### config.mk
export PLATFORM = sky130hd
export DESIGN_NAME = id_hash_to_hsl_color_top
export DESIGN_NICKNAME = d
export VERILOG_FILES = /design/src/sv/idhsl_pkg.sv /design/src/sv/idhsl_ctrl.sv /design/src/sv/idhsl_dp.sv /design/src/sv/id_hash_to_hsl_color_top.sv
export SDC_FILE = /design/constraint.sdc
export NUM_CORES = 2
export LEC_CHECK = 0
export ABC_AREA = 0
export BUFFER_PORTS_ARGS = -buffer_cell sky130_fd_sc_hd__buf_4
export CAP_MARGIN = 20
export CELL_PAD_IN_SITES_DETAIL_PLACEMENT = 2
export CELL_PAD_IN_SITES_GLOBAL_PLACEMENT = 2
export CORE_MARGIN = 2
export CORE_UTILIZATION = 29
export DETAILED_ROUTE_END_ITERATION = 7
export PLACE_DENSITY = 0.71
export SLEW_MARGIN = 0
export SYNTH_ARGS = -nofsm -noshare
export SYNTH_HDL_FRONTEND = slang
export SYNTH_HIERARCHICAL = 1
export SYNTH_SLANG_ARGS = --single-unit
export TNS_END_PERCENT = 100
### constraint.sdc
create_clock -name clk_i -period 11.3 [get_ports clk_i]
set_clock_uncertainty 0.15 [all_clocks]
set_input_delay 1.695 -clock clk_i [delete_from_list [all_inputs] [get_ports clk_i]]
set_output_delay 1.695 -clock clk_i [all_outputs]
set_load 0.03 [all_outputs]
### src/sv/idhsl_pkg.sv
// shared types, constants and arithmetic helpers of the id hash to color block
`default_nettype none

package idhsl_pkg;

  // fraction format of the color arithmetic
  localparam int FRAC_BITS = 16;

  // crc-32 reflected polynomial and preset
  localparam logic [31:0] CRC_POLY   = 32'hEDB88320;
  localparam logic [31:0] CRC_PRESET = 32'hFFFFFFFF;

  // one third of a full hue turn, truncated
  localparam logic [15:0] HUE_THIRD = 16'((1 << FRAC_BITS) / 3);

  // configuration register indexes
  localparam logic [2:0] REG_HUE_CENTER = 3'd0;
  localparam logic [2:0] REG_HUE_SPAN   = 3'd1;
  localparam logic [2:0] REG_SAT_MIN    = 3'd2;
  localparam logic [2:0] REG_SAT_MAX    = 3'd3;
  localparam logic [2:0] REG_LIGHT_MIN  = 3'd4;
  localparam logic [2:0] REG_LIGHT_MAX  = 3'd5;

  // configuration reset values
  localparam logic [15:0] RST_HUE_CENTER = 16'd45875;
  localparam logic [15:0] RST_HUE_SPAN   = 16'd11796;
  localparam logic [15:0] RST_SAT_MIN    = 16'd36045;
  localparam logic [15:0] RST_SAT_MAX    = 16'd55706;
  localparam logic [15:0] RST_LIGHT_MIN  = 16'd40632;
  localparam logic [15:0] RST_LIGHT_MAX  = 16'd49807;

  // datapath step issued by the controller
  typedef enum logic [3:0] {
    STEP_IDLE,
    STEP_HUE_MUL,
    STEP_SAT_MUL,
    STEP_LIT_MUL,
    STEP_LIT_TAKE,
    STEP_LS_MUL,
    STEP_Q_TAKE,
    STEP_PD,
    STEP_R_MUL,
    STEP_G_MUL,
    STEP_B_MUL,
    STEP_B_TAKE,
    STEP_OUT
  } dp_step_e;

  // controller to datapath command
  typedef struct packed {
    logic     take_item;
    dp_step_e step;
    logic     out_load;
  } dp_cmd_t;

  // piece of the hls hue ramp a channel falls on
  typedef enum logic [1:0] {
    SEG_RISE,
    SEG_TOP,
    SEG_FALL,
    SEG_BASE
  } hue_seg_e;

  typedef struct packed {
    hue_seg_e    seg;
    logic [16:0] slope;
  } hue_seg_t;

  // one byte through the reflected crc, bit by bit
  function automatic logic [31:0] crc_byte(input logic [31:0] crc, input logic [7:0] data);
    logic [31:0] c;
    c = crc ^ {24'd0, data};
    for (int k = 0; k < 8; k++) begin
      c = c[0] ? (CRC_POLY ^ {1'b0, c[31:1]}) : {1'b0, c[31:1]};
    end
    return c;
  endfunction

  // sel * 2^16 / 4095, truncated: 16*sel plus the small quotient (2^12-1 trick)
  function automatic logic [16:0] sel12_to_frac(input logic [11:0] sel);
    logic [15:0] y;
    logic [16:0] acc;
    y   = {sel, 4'b0};
    acc = {1'b0, y} + {13'd0, y[15:12]} + 17'd1;
    return {1'b0, y} + {12'd0, acc[16:12]};
  endfunction

  // sel * 2^16 / 1023, truncated: 64*sel plus the small quotient (2^10-1 trick)
  function automatic logic [16:0] sel10_to_frac(input logic [9:0] sel);
    logic [15:0] y;
    logic [16:0] acc;
    y   = {sel, 6'b0};
    acc = {1'b0, y} + {11'd0, y[15:10]} + 17'd1;
    return {1'b0, y} + {10'd0, acc[16:10]};
  endfunction

  // ramp segment and multiplier slope for a channel hue position
  function automatic hue_seg_t hue_segment(input logic [15:0] t);
    logic [18:0] t6;
    logic [17:0] t3;
    logic [18:0] fall;
    hue_seg_t    res;
    t3   = {2'b0, t} + {1'b0, t, 1'b0};
    t6   = {t3, 1'b0};
    fall = 19'd262144 - t6;
    if (t6 < 19'd65536) begin
      res.seg   = SEG_RISE;
      res.slope = t6[16:0];
    end else if (!t[15]) begin
      res.seg   = SEG_TOP;
      res.slope = 17'd0;
    end else if (t3 < 18'd131072) begin
      res.seg   = SEG_FALL;
      res.slope = fall[16:0];
    end else begin
      res.seg   = SEG_BASE;
      res.slope = 17'd0;
    end
    return res;
  endfunction

endpackage

`default_nettype wire

### src/sv/idhsl_ctrl.sv
// controller of the id hash to color block: handshakes and color step sequence
`default_nettype none

module idhsl_ctrl (
  input  wire logic              clk_i,
  input  wire logic              rst_ni,
  input  wire logic              s_tvalid_i,
  input  wire logic              s_tlast_i,
  output logic                   s_tready_o,
  output logic                   m_tvalid_o,
  input  wire logic              m_tready_i,
  output idhsl_pkg::dp_cmd_t     cmd_o
);

  typedef enum logic [3:0] {
    ST_IDLE,
    ST_HUE,
    ST_SAT,
    ST_LIT,
    ST_LIT_TAKE,
    ST_LS,
    ST_Q_TAKE,
    ST_PD,
    ST_R,
    ST_G,
    ST_B,
    ST_B_TAKE,
    ST_OUT
  } ctrl_state_e;

  ctrl_state_e state_q, state_d;
  logic        out_valid_q, out_valid_d;
  logic        accept;
  logic        out_free;
  logic        load;

  assign s_tready_o = (state_q == ST_IDLE);
  assign m_tvalid_o = out_valid_q;
  assign accept     = s_tvalid_i && (state_q == ST_IDLE);
  assign out_free   = !out_valid_q || m_tready_i;
  assign load       = (state_q == ST_OUT) && out_free;

  // next state
  always_comb begin
    state_d = state_q;
    unique case (state_q)
      ST_IDLE:     if (accept && s_tlast_i) state_d = ST_HUE;
      ST_HUE:      state_d = ST_SAT;
      ST_SAT:      state_d = ST_LIT;
      ST_LIT:      state_d = ST_LIT_TAKE;
      ST_LIT_TAKE: state_d = ST_LS;
      ST_LS:       state_d = ST_Q_TAKE;
      ST_Q_TAKE:   state_d = ST_PD;
      ST_PD:       state_d = ST_R;
      ST_R:        state_d = ST_G;
      ST_G:        state_d = ST_B;
      ST_B:        state_d = ST_B_TAKE;
      ST_B_TAKE:   state_d = ST_OUT;
      ST_OUT:      if (load) state_d = ST_IDLE;
      default:     state_d = ST_IDLE;
    endcase
  end

  // result register valid flag
  always_comb begin
    out_valid_d = out_valid_q;
    if (load) begin
      out_valid_d = 1'b1;
    end else if (m_tready_i) begin
      out_valid_d = 1'b0;
    end
  end

  // datapath command
  always_comb begin
    cmd_o.take_item = accept;
    cmd_o.out_load  = load;
    unique case (state_q)
      ST_IDLE:     cmd_o.step = idhsl_pkg::STEP_IDLE;
      ST_HUE:      cmd_o.step = idhsl_pkg::STEP_HUE_MUL;
      ST_SAT:      cmd_o.step = idhsl_pkg::STEP_SAT_MUL;
      ST_LIT:      cmd_o.step = idhsl_pkg::STEP_LIT_MUL;
      ST_LIT_TAKE: cmd_o.step = idhsl_pkg::STEP_LIT_TAKE;
      ST_LS:       cmd_o.step = idhsl_pkg::STEP_LS_MUL;
      ST_Q_TAKE:   cmd_o.step = idhsl_pkg::STEP_Q_TAKE;
      ST_PD:       cmd_o.step = idhsl_pkg::STEP_PD;
      ST_R:        cmd_o.step = idhsl_pkg::STEP_R_MUL;
      ST_G:        cmd_o.step = idhsl_pkg::STEP_G_MUL;
      ST_B:        cmd_o.step = idhsl_pkg::STEP_B_MUL;
      ST_B_TAKE:   cmd_o.step = idhsl_pkg::STEP_B_TAKE;
      ST_OUT:      cmd_o.step = idhsl_pkg::STEP_OUT;
      default:     cmd_o.step = idhsl_pkg::STEP_IDLE;
    endcase
  end

  // state and output flag
  always_ff @(posedge clk_i or negedge rst_ni) begin
    if (!rst_ni) begin
      state_q     <= ST_IDLE;
      out_valid_q <= 1'b0;
    end else begin
      state_q     <= state_d;
      out_valid_q <= out_valid_d;
    end
  end

endmodule

`default_nettype wire

### src/sv/idhsl_dp.sv
// datapath of the id hash to color block: crc, config registers, shared multiplier
`default_nettype none

module idhsl_dp (
  input  wire logic               clk_i,
  input  wire logic               rst_ni,
  input  wire logic               cfg_we_i,
  input  wire logic [2:0]         cfg_addr_i,
  input  wire logic [15:0]        cfg_wdata_i,
  input  wire idhsl_pkg::dp_cmd_t cmd_i,
  input  wire logic [7:0]         in_byte_i,
  input  wire logic               in_no_byte_i,
  input  wire logic               in_last_i,
  output logic [79:0]             out_data_o
);

  // configuration registers
  logic [15:0] hue_center_q, hue_span_q, sat_min_q, sat_max_q, light_min_q, light_max_q;

  // hash state
  logic [31:0] crc_q, crc_next, seed_q;

  // color working registers
  logic [17:0] prod_q;
  logic [15:0] h_q, s_q, l_q, r_q, g_q, b_q;
  logic [16:0] q_q, p_q, d_q;
  logic [79:0] out_data_q;

  // combinational helpers
  logic [16:0] hf, sf, lf;
  logic        sat_up, light_up;
  logic [15:0] sat_diff, light_diff;
  logic [16:0] mul_a, mul_b;
  logic [33:0] mul_full;
  logic [15:0] t_r, t_b;
  idhsl_pkg::hue_seg_t seg_r, seg_g, seg_b, seg_take;
  logic [17:0] chan_raw;
  logic [15:0] chan_val;
  logic [16:0] two_l, p_d, d_d;

  // configuration writes, indexes past the list are dropped
  always_ff @(posedge clk_i or negedge rst_ni) begin
    if (!rst_ni) begin
      hue_center_q <= idhsl_pkg::RST_HUE_CENTER;
      hue_span_q   <= idhsl_pkg::RST_HUE_SPAN;
      sat_min_q    <= idhsl_pkg::RST_SAT_MIN;
      sat_max_q    <= idhsl_pkg::RST_SAT_MAX;
      light_min_q  <= idhsl_pkg::RST_LIGHT_MIN;
      light_max_q  <= idhsl_pkg::RST_LIGHT_MAX;
    end else if (cfg_we_i) begin
      unique case (cfg_addr_i)
        idhsl_pkg::REG_HUE_CENTER: hue_center_q <= cfg_wdata_i;
        idhsl_pkg::REG_HUE_SPAN:   hue_span_q   <= cfg_wdata_i;
        idhsl_pkg::REG_SAT_MIN:    sat_min_q    <= cfg_wdata_i;
        idhsl_pkg::REG_SAT_MAX:    sat_max_q    <= cfg_wdata_i;
        idhsl_pkg::REG_LIGHT_MIN:  light_min_q  <= cfg_wdata_i;
        idhsl_pkg::REG_LIGHT_MAX:  light_max_q  <= cfg_wdata_i;
        default: ;
      endcase
    end
  end

  // crc update on every transfer that carries a byte
  assign crc_next = in_no_byte_i ? crc_q : idhsl_pkg::crc_byte(crc_q, in_byte_i);

  always_ff @(posedge clk_i or negedge rst_ni) begin
    if (!rst_ni) begin
      crc_q <= idhsl_pkg::CRC_PRESET;
    end else if (cmd_i.take_item) begin
      crc_q <= in_last_i ? idhsl_pkg::CRC_PRESET : crc_next;
    end
  end

  // finished hash held for the color steps
  always_ff @(posedge clk_i) begin
    if (cmd_i.take_item && in_last_i) begin
      seed_q <= crc_next ^ idhsl_pkg::CRC_PRESET;
    end
  end

  // selector fractions of the hash
  assign hf = idhsl_pkg::sel12_to_frac(seed_q[31:20]);
  assign sf = idhsl_pkg::sel10_to_frac(seed_q[19:10]);
  assign lf = idhsl_pkg::sel10_to_frac(seed_q[9:0]);

  // range direction and width
  assign sat_up     = (sat_max_q >= sat_min_q);
  assign sat_diff   = sat_up ? (sat_max_q - sat_min_q) : (sat_min_q - sat_max_q);
  assign light_up   = (light_max_q >= light_min_q);
  assign light_diff = light_up ? (light_max_q - light_min_q) : (light_min_q - light_max_q);

  // channel hue positions and their ramp segments
  assign t_r   = h_q + idhsl_pkg::HUE_THIRD;
  assign t_b   = h_q - idhsl_pkg::HUE_THIRD;
  assign seg_r = idhsl_pkg::hue_segment(t_r);
  assign seg_g = idhsl_pkg::hue_segment(h_q);
  assign seg_b = idhsl_pkg::hue_segment(t_b);

  // shared multiplier operands
  always_comb begin
    case (cmd_i.step)
      idhsl_pkg::STEP_HUE_MUL: begin
        mul_a = hf;
        mul_b = {1'b0, hue_span_q};
      end
      idhsl_pkg::STEP_SAT_MUL: begin
        mul_a = sf;
        mul_b = {1'b0, sat_diff};
      end
      idhsl_pkg::STEP_LIT_MUL: begin
        mul_a = lf;
        mul_b = {1'b0, light_diff};
      end
      idhsl_pkg::STEP_LS_MUL: begin
        mul_a = {1'b0, l_q};
        mul_b = {1'b0, s_q};
      end
      idhsl_pkg::STEP_R_MUL: begin
        mul_a = d_q;
        mul_b = seg_r.slope;
      end
      idhsl_pkg::STEP_G_MUL: begin
        mul_a = d_q;
        mul_b = seg_g.slope;
      end
      idhsl_pkg::STEP_B_MUL: begin
        mul_a = d_q;
        mul_b = seg_b.slope;
      end
      default: begin
        mul_a = 17'd0;
        mul_b = 17'd0;
      end
    endcase
  end

  assign mul_full = mul_a * mul_b;

  // channel value from the product of the previous step
  always_comb begin
    case (cmd_i.step)
      idhsl_pkg::STEP_G_MUL: seg_take = seg_r;
      idhsl_pkg::STEP_B_MUL: seg_take = seg_g;
      default:               seg_take = seg_b;
    endcase
    case (seg_take.seg) inside
      idhsl_pkg::SEG_RISE, idhsl_pkg::SEG_FALL: chan_raw = {1'b0, p_q} + prod_q;
      idhsl_pkg::SEG_TOP:                       chan_raw = {1'b0, q_q};
      default:                                  chan_raw = {1'b0, p_q};
    endcase
    if (s_q == 16'd0) begin
      chan_val = l_q;
    end else if (chan_raw > 18'd65535) begin
      chan_val = 16'hFFFF;
    end else begin
      chan_val = chan_raw[15:0];
    end
  end

  // p clamps at zero, and so does q - p
  assign two_l = {l_q, 1'b0};
  assign p_d   = (two_l >= q_q) ? (two_l - q_q) : 17'd0;
  assign d_d   = (q_q > p_d) ? (q_q - p_d) : 17'd0;

  // color working registers
  always_ff @(posedge clk_i) begin
    prod_q <= mul_full[33:16];
    case (cmd_i.step)
      idhsl_pkg::STEP_SAT_MUL: begin
        h_q <= hue_center_q + prod_q[15:0] - {1'b0, hue_span_q[15:1]};
      end
      idhsl_pkg::STEP_LIT_MUL: begin
        s_q <= sat_up ? (sat_min_q + prod_q[15:0]) : (sat_min_q - prod_q[15:0]);
      end
      idhsl_pkg::STEP_LIT_TAKE: begin
        l_q <= light_up ? (light_min_q + prod_q[15:0]) : (light_min_q - prod_q[15:0]);
      end
      idhsl_pkg::STEP_Q_TAKE: begin
        if (!l_q[15]) begin
          q_q <= {1'b0, l_q} + {1'b0, prod_q[15:0]};
        end else begin
          q_q <= {1'b0, l_q} + {1'b0, s_q} - {1'b0, prod_q[15:0]};
        end
      end
      idhsl_pkg::STEP_PD: begin
        p_q <= p_d;
        d_q <= d_d;
      end
      idhsl_pkg::STEP_G_MUL: r_q <= chan_val;
      idhsl_pkg::STEP_B_MUL: g_q <= chan_val;
      idhsl_pkg::STEP_B_TAKE: b_q <= chan_val;
      default: ;
    endcase
    // the result register changes only when it is free
    if (cmd_i.out_load) begin
      out_data_q <= {b_q, g_q, r_q, seed_q};
    end
  end

  assign out_data_o = out_data_q;

endmodule

`default_nettype wire

### src/sv/id_hash_to_hsl_color_top.sv
// top level of the id hash to color block
// Identifier bytes arrive on the s_axis stream, one byte per transfer:
// tdata carries the byte, tuser marks a transfer without a byte (only
// meaningful with tlast, for an empty identifier) and tlast closes the id.
// Each byte is folded into a reflected CRC-32 in the cycle it is taken.
// On the tlast transfer the finished hash is latched, the CRC preset again,
// and the color is worked out over eleven steps through one shared 17x17
// multiplier (hue, saturation, lightness, l*s, then one ramp product per
// channel). The result goes out on m_axis as hash and red, green, blue.
// Throughput: one byte per cycle within an identifier; after a tlast
// transfer the input stays not ready while the color steps run and until
// the output register takes the result; m_axis tvalid then rises.
// The result sits in an output register; if the receiver stalls, bytes of
// the next identifier are still taken, and only its final load step waits
// for the register to be freed. The cfg port has no read-back; the user
// must write configuration only while idle; the block does not check it.
// Reset clears the CRC to all ones, empties the output register and loads
// the default color ranges.
`default_nettype none

module id_hash_to_hsl_color_top (
  input  wire logic        clk_i,
  input  wire logic        rst_ni,
  input  wire logic        s_axis_tvalid,
  output logic             s_axis_tready,
  input  wire logic [7:0]  s_axis_tdata,   // [7:0] id_byte
  input  wire logic        s_axis_tuser,   // [0] no_byte
  input  wire logic        s_axis_tlast,
  output logic             m_axis_tvalid,
  input  wire logic        m_axis_tready,
  output logic [79:0]      m_axis_tdata,   // [31:0] hash_value, [47:32] red,
                                           // [63:48] green, [79:64] blue
  input  wire logic        cfg_we_i,
  input  wire logic [2:0]  cfg_addr_i,
  input  wire logic [15:0] cfg_wdata_i
);

  idhsl_pkg::dp_cmd_t cmd;

  // sequencing and handshakes
  idhsl_ctrl u_ctrl (
    .clk_i      (clk_i),
    .rst_ni     (rst_ni),
    .s_tvalid_i (s_axis_tvalid),
    .s_tlast_i  (s_axis_tlast),
    .s_tready_o (s_axis_tready),
    .m_tvalid_o (m_axis_tvalid),
    .m_tready_i (m_axis_tready),
    .cmd_o      (cmd)
  );

  // hash and color arithmetic
  idhsl_dp u_dp (
    .clk_i        (clk_i),
    .rst_ni       (rst_ni),
    .cfg_we_i     (cfg_we_i),
    .cfg_addr_i   (cfg_addr_i),
    .cfg_wdata_i  (cfg_wdata_i),
    .cmd_i        (cmd),
    .in_byte_i    (s_axis_tdata),
    .in_no_byte_i (s_axis_tuser),
    .in_last_i    (s_axis_tlast),
    .out_data_o   (m_axis_tdata)
  );

endmodule

`default_nettype wire

; ---- Yosys cells after proc, flatten, opt, wreduce, memory -nomap -nowiden
; Memory sizes are Yosys's and may differ from the RTL's.
; Index checks and enable logic that the tools add are counted.
[op_classes]
add_sub_neg = 33
multipliers = 1
div_mod_pow = 0
order_cmp = 11
eq_ne = 32
shift = 0
muxes = 37
bitwise_logic = 10
n_reduce_logical = 19
[op_table]
columns = cell, n
row1 = 2-to-1 mux 32 bit, 10
row2 = one-hot mux 17 bit (7 select lines), 1
row3 = 2-to-1 mux 19 bit, 6
row4 = inverter 13 -> 14 bit, 8
row5 = 2-to-1 mux 16 bit, 6
row6 = subtractor 16 bit, 6
row7 = one-hot mux 17 bit (5 select lines), 1
row8 = 2-to-1 mux 18 bit, 4
row9 = "less-than comparator 19 x 17 -> 1 bit, second input constant", 3
row10 = adder 16 x 17 -> 18 bit, 3
row11 = "less-than comparator 18 bit, second input constant", 3
row12 = one-hot mux 4 bit (13 select lines), 1
row13 = "adder 17 x 1 -> 17 bit, second input constant", 3
row14 = 2-to-1 mux 17 bit, 3
row15 = "subtractor 1 x 17 -> 17 bit, first input constant", 3
row16 = adder 16 bit, 3
row17 = one-hot mux 19 bit (2 select lines), 1
row18 = "== test 4 bit, second input constant", 9
row19 = adder 16 x 16 -> 17 bit, 2
row20 = adder 16 x 6 -> 17 bit, 2
row21 = adder 16 x 7 -> 17 bit, 2
row22 = multiplier 17 x 17 -> 34 bit, 1
row23 = subtractor 17 bit, 2
row24 = "== test 4 x 3 -> 1 bit, second input constant", 8
row25 = other kinds (34), 52
[totals]
register_bits = 410
latchBits = 0
mem_bits_rw = 0
rom_bits = 64
out_inout_bits = 82
elab_cells = 165
n_memories = 1
[mem_list]
columns = name, words, width, read_ports, rd_ports_with_merged_regs, wr, line
row1 = (no name shown), 16, 4, 1, 0, 0, idhsl_ctrl.sv:78  ; unique case (state_q)

; ---- Depth between registers and ports, before layout
[logic_depth]
ltp_word = 19
depth_mapped = 47
mapped_depth_nobuf = 45

; ---- Cells and area by module
; The synthesis kept the hierarchy.
[by_module_without_submodules]
columns = module, n_inst, cells_each, area_each_um2, seq_area_each_um2
row1 = idhsl_dp, 1, 4488, 41089.4, 11442.2
row2 = idhsl_ctrl, 1, 34, 346.6, 125.1

; ---- Worst setup path before layout
; Ideal clock, no wire load.
[synth_timing]
path_type = reg-to-reg
from = register u_dp.h_q[2]
to = register u_dp.prod_q[17]
setup_ns = 0.072
t_arrival_ns = 10.075
required_ns = 11.078
path_slack_ns = 1.003
stages_incl_launch_ff = 43
cell_sequence = edfxtp_1 -> ha_1 -> buf_2 -> a21oi_1 -> o22a_1 -> and2_1 -> buf_2 -> clkinv_2 -> ha_1 -> or3_1 -> a2111oi_1 -> nor2_1 -> a21oi_1 -> o31ai_1 -> a31oi_2 -> a31oi_1 -> or2_2 -> o2111ai_1 -> [... 7 more ...] -> inv_1 -> fa_1 -> inv_1 -> fa_1 -> inv_1 -> fa_1 -> ha_1 -> a21oi_1 -> nor2b_1 -> a221oi_1 -> o21ai_0 -> nor3_1 -> a2111o_1 -> and3_1 -> o311ai_0 -> or4_1 -> a31oi_1 -> xnor2_1
[synth_between]
elab_chain_len = 8
[synth_rtl]
columns = item, line
row1 = "start, declared", idhsl_dp.sv:25  ; logic [15:0] h_q, s_q, l_q, r_q, g_q, b_q;
row2 = "start signal, assigned", idhsl_dp.sv:170  ; h_q <= hue_center_q + prod_q[15:0] - {1'b0, hue_span_q[15:1]};
row3 = subtractor 16 x 15 -> 16 bit or adder 16 x 15 -> 16 bit (tied branches), "idhsl_dp.sv:94, idhsl_dp.sv:93"
row4 = adder 16 x 17 -> 18 bit, idhsl_pkg.sv:103  ; t3 = {2'b0, t} + {1'b0, t, 1'b0};
row5 = subtractor 1 x 17 -> 17 bit or less-than comparator 18 bit (tied branches), "idhsl_pkg.sv:105, idhsl_pkg.sv:112"
row6 = 2-to-1 mux 18 bit, idhsl_pkg.sv:112  ; end else if (t3 < 18'd131072) begin
row7 = 2-to-1 mux 19 bit, idhsl_pkg.sv:109  ; end else if (!t[15]) begin
row8 = 2-to-1 mux 19 bit, idhsl_pkg.sv:106  ; if (t6 < 19'd65536) begin
row9 = one-hot mux 17 bit (7 select lines) *, idhsl_dp.sv:101  ; case (cmd_i.step)
row10 = multiplier 17 x 17 -> 34 bit *, idhsl_dp.sv:137  ; assign mul_full = mul_a * mul_b;
row11 = via u_dp.mul_full[33], idhsl_dp.sv:34  ; logic [33:0] mul_full;
row12 = "end signal, assigned", idhsl_dp.sv:167  ; prod_q <= mul_full[33:16];
row13 = "end, declared", idhsl_dp.sv:24  ; logic [17:0] prod_q;
; The timed path passes the listed nets; every way through them passes the cells marked *.
; A chain may end at the register's enable or synchronous reset.

; ---- Worst setup path after layout
[layout_timing]
from = register u_dp.h_q[1]
to = register u_dp.prod_q[17]
; The elaborated chain is that of the path after synthesis.

==> results.yml <==
critical_path:
  critPathRequiredTime_ns: 11.71
  cpPeakStageDelay_ns: 0.56
  worstSetupStartpointType: "register"
  arrival_ns: 11.26
  worst-path-max-fanout: 9
  cp-end-kind: "register"
  worst-setup-path-type: "register to register"
  slowest_stage: "fa_1"
  cpMostUsedCell: "fa_1"
clock_network:
  htreeDepth: 2
  root_buffer: "clkbuf_16"
  numCtsBuffers: 48
  cts_tree: "yes"
  clk_latency_ns: 0.64
  clk_path_buf_depth: 3
  clk_pin_slew_ns: 0.07
  cts_num_sinks: 410
routing:
  wire_per_inst_um: 24.62
  ant_nets: 0
  routed_wl_um: 164100
  viasPerCell: 5.336
  drt_first_iter_violations: 1899
  drc: 0
  drt-pass1-iter-count: 6
  via_count: 35570
placement:
  place_congestion: 0.8956
  placed_area_sq_um: 45410
  numPortBuffers: 115
  dp_hpwl_um: 130500
sta:
  worstMarginPinSlew_ns: 1.212
  fin_crit_ns: 10.85
  timing.fmax_mhz: 92.17
  hold_viol_final: 0
  setup_tns_ns: 0
  fin_crit_sh: 0.9601
  drv_slew: 0
  setup_viol: 0
  relSlewSlack: 0.1883
  whs_ns: 0.2679
yosys:
  postSynth.topFlopCell: "edfxtp_1"
  synth.most_common_cell: "inv_1"
  netlist-cell-type-count: 118
  syn-mean-instance-area_sq_um: 9.163
  synth_top_area_frac: 0.1877
  synth_seq_area_share: 0.2792
  syn_inst: 4522
  synth_seq_cells: 410
  synth_edf_count: 259
  netlist_area_sq_um: 41440
  synthTopCellsByCount: "593 x inv_1, 381 x ha_1, 337 x nand2_1, 318 x a21oi_1, 304 x o21ai_0"
  synth_top_cell_by_area: "edfxtp_1"
  syn-num-nets: 5203
  synthArstFlopShare: 0.3244
  synth_area_leaders: "edfxtp_1 19%, fa_1 13%, ha_1 12%"
  yosysWarnings: 6
floorplan:
  dieArea_sq_um: 145900
  rows: 138
  die_w_um: 382
  initial_core_util: 0.2923
  io_pins: 116
  die_h_um: 382
  core_sq_um: 141800
cells_and_area:
  drive_above_1_share: 0.1535
  fillers: 15620
  syn_to_final_growth_pct: 15.69
  fin_nets: 5418
  fin_util: 0.3382
  final_area_sq_um: 47940
global_route:
  grt_pass1_vias: 39380
  grt_busiest_layer: "met2"
  grt_pass1_wl_um: 249600
  grt_remaining_overflow: 0
  grt_antenna_before_repair: 5
  grt_use_met3: 0.01894
  grtUsageTotal: 0.2217
  grt.met2_usage: 0.3959
  grt_max_degree: 77
  met1_usage: 0.2850
hold_path:
  hp-class: "register to register"
job:
  cap_violations: 0
status:
  status: "completed"
-- final timing paths --
path	start	end	depth (start not counted)	slack (ns)
worst max-delay path	u_dp/h_q[1]	u_dp/prod_q[17]	40	0.45
worst min-delay path	u_dp/g_q[10]	u_dp/out_data_o[58]	0	0.27
worst max register to register	u_dp/h_q[1]	u_dp/prod_q[17]	40	0.45
worst min register to register	u_dp/g_q[10]	u_dp/out_data_o[58]	0	0.27
max in group asynchronous	rst_ni	u_dp/sat_max_q[10]	3	8.34
min in group asynchronous	rst_ni	u_ctrl/state_q[1]	1	0.86
-- per-stage QoR --
| stage | std cells | setup WS (ns) |
|---|---|---|
| global placement | 6543 | 0.008300 |
| finish | 6667 | 0.4508 |
| CTS | 6644 | 0.004778 |
| detailed placement | 6544 | -0.2042 |
| floorplan | 4522 | 1.003 |
| global route | 6666 | -0.06854 |
-- routing by layer --
metal,up-vias,share of wire
met5,-,0
li1,16140,-
met4,0,0.029
met3,197,0.036
met1,18610,0.43
met2,627,0.50
-- layout make-up --
| type | count | area [sq um] | share of cell area |
|---|---|---|---|
| multi-input cells | 3346 | 27470 | 0.5730 |
| flip-flops and latches | 410 | 11570 | 0.2413 |
| repair buffers | 336 | 2587 | 0.05397 |
| well taps | 1890 | 2365 | 0.04933 |
| inverters | 595 | 2236 | 0.04664 |
| clock buffers | 58 | 1321 | 0.02756 |
| clock inverters | 31 | 390.4 | 0.008143 |
| diodes | 1 | 2.502 | 0.00005220 |
-- state kept, by name, indices dropped and copies added, names as in the netlist, 17 cells and up --
register	cells
u_dp/crc_q	32
u_dp/d_q	17
u_dp/out_data_o	80
u_dp/p_q	17
u_dp/prod_q	18
u_dp/q_q	17
u_dp/seed_q	32
-- cells by family (layout without fill, tap and decap cells) --
| kind of cell | Yosys count | in the layout | share of synthesized area |
|---|---|---|---|
| AOI/OAI and AO/OA | 1176 | 1176 | 0.1830 |
| xor gates and xnor gates | 335 | 335 | 0.07081 |
| adders and majority gates | 647 | 647 | 0.2436 |
| buffers and inverters | 766 | 1020 | 0.07253 |
| DFF | 410 | 410 | 0.2792 |
| muxes | 90 | 90 | 0.02376 |
| other | 1 | 2 | 0.00009050 |
| and+or+nand+nor | 1097 | 1097 | 0.1271 |
-- layout by cell type, fill, tap and decap left out, drive strengths merged, types with 99 or more instances in the layout --
cell	Yosys	final
ha	381	381
nand3	99	99
xnor2	246	246
o21ai	341	341
buf	61	335
inv	593	597
edfxtp	259	259
a21oi	322	322
nor2	270	270
fa	266	266
nand2	338	338
-- timing repair --
item / CTS / global route
setup buffers: 11 / 19
setup endpoints to repair: 4 / 12
hold buffers: 0 / 0
gates cloned: 0 / 1
pin swaps: 2 / 22
resized for setup: 22 / 109
-- critical path: cells and delay by family (launching register included) --
kind                     cells  cell delay, ns
adder cells (fa/ha/maj)      9            4.11
AO/OA/AOI/OAI               14            3.11
AND/OR/NAND/NOR              9            2.05
buffers and inverters        6            0.60
flip-flops                   1            0.46
XOR/XNOR                     2            0.27
Power is left out: the tool's default activity adds up to more than one toggle a clock period on the data nets, which glitch-free logic cannot reach.
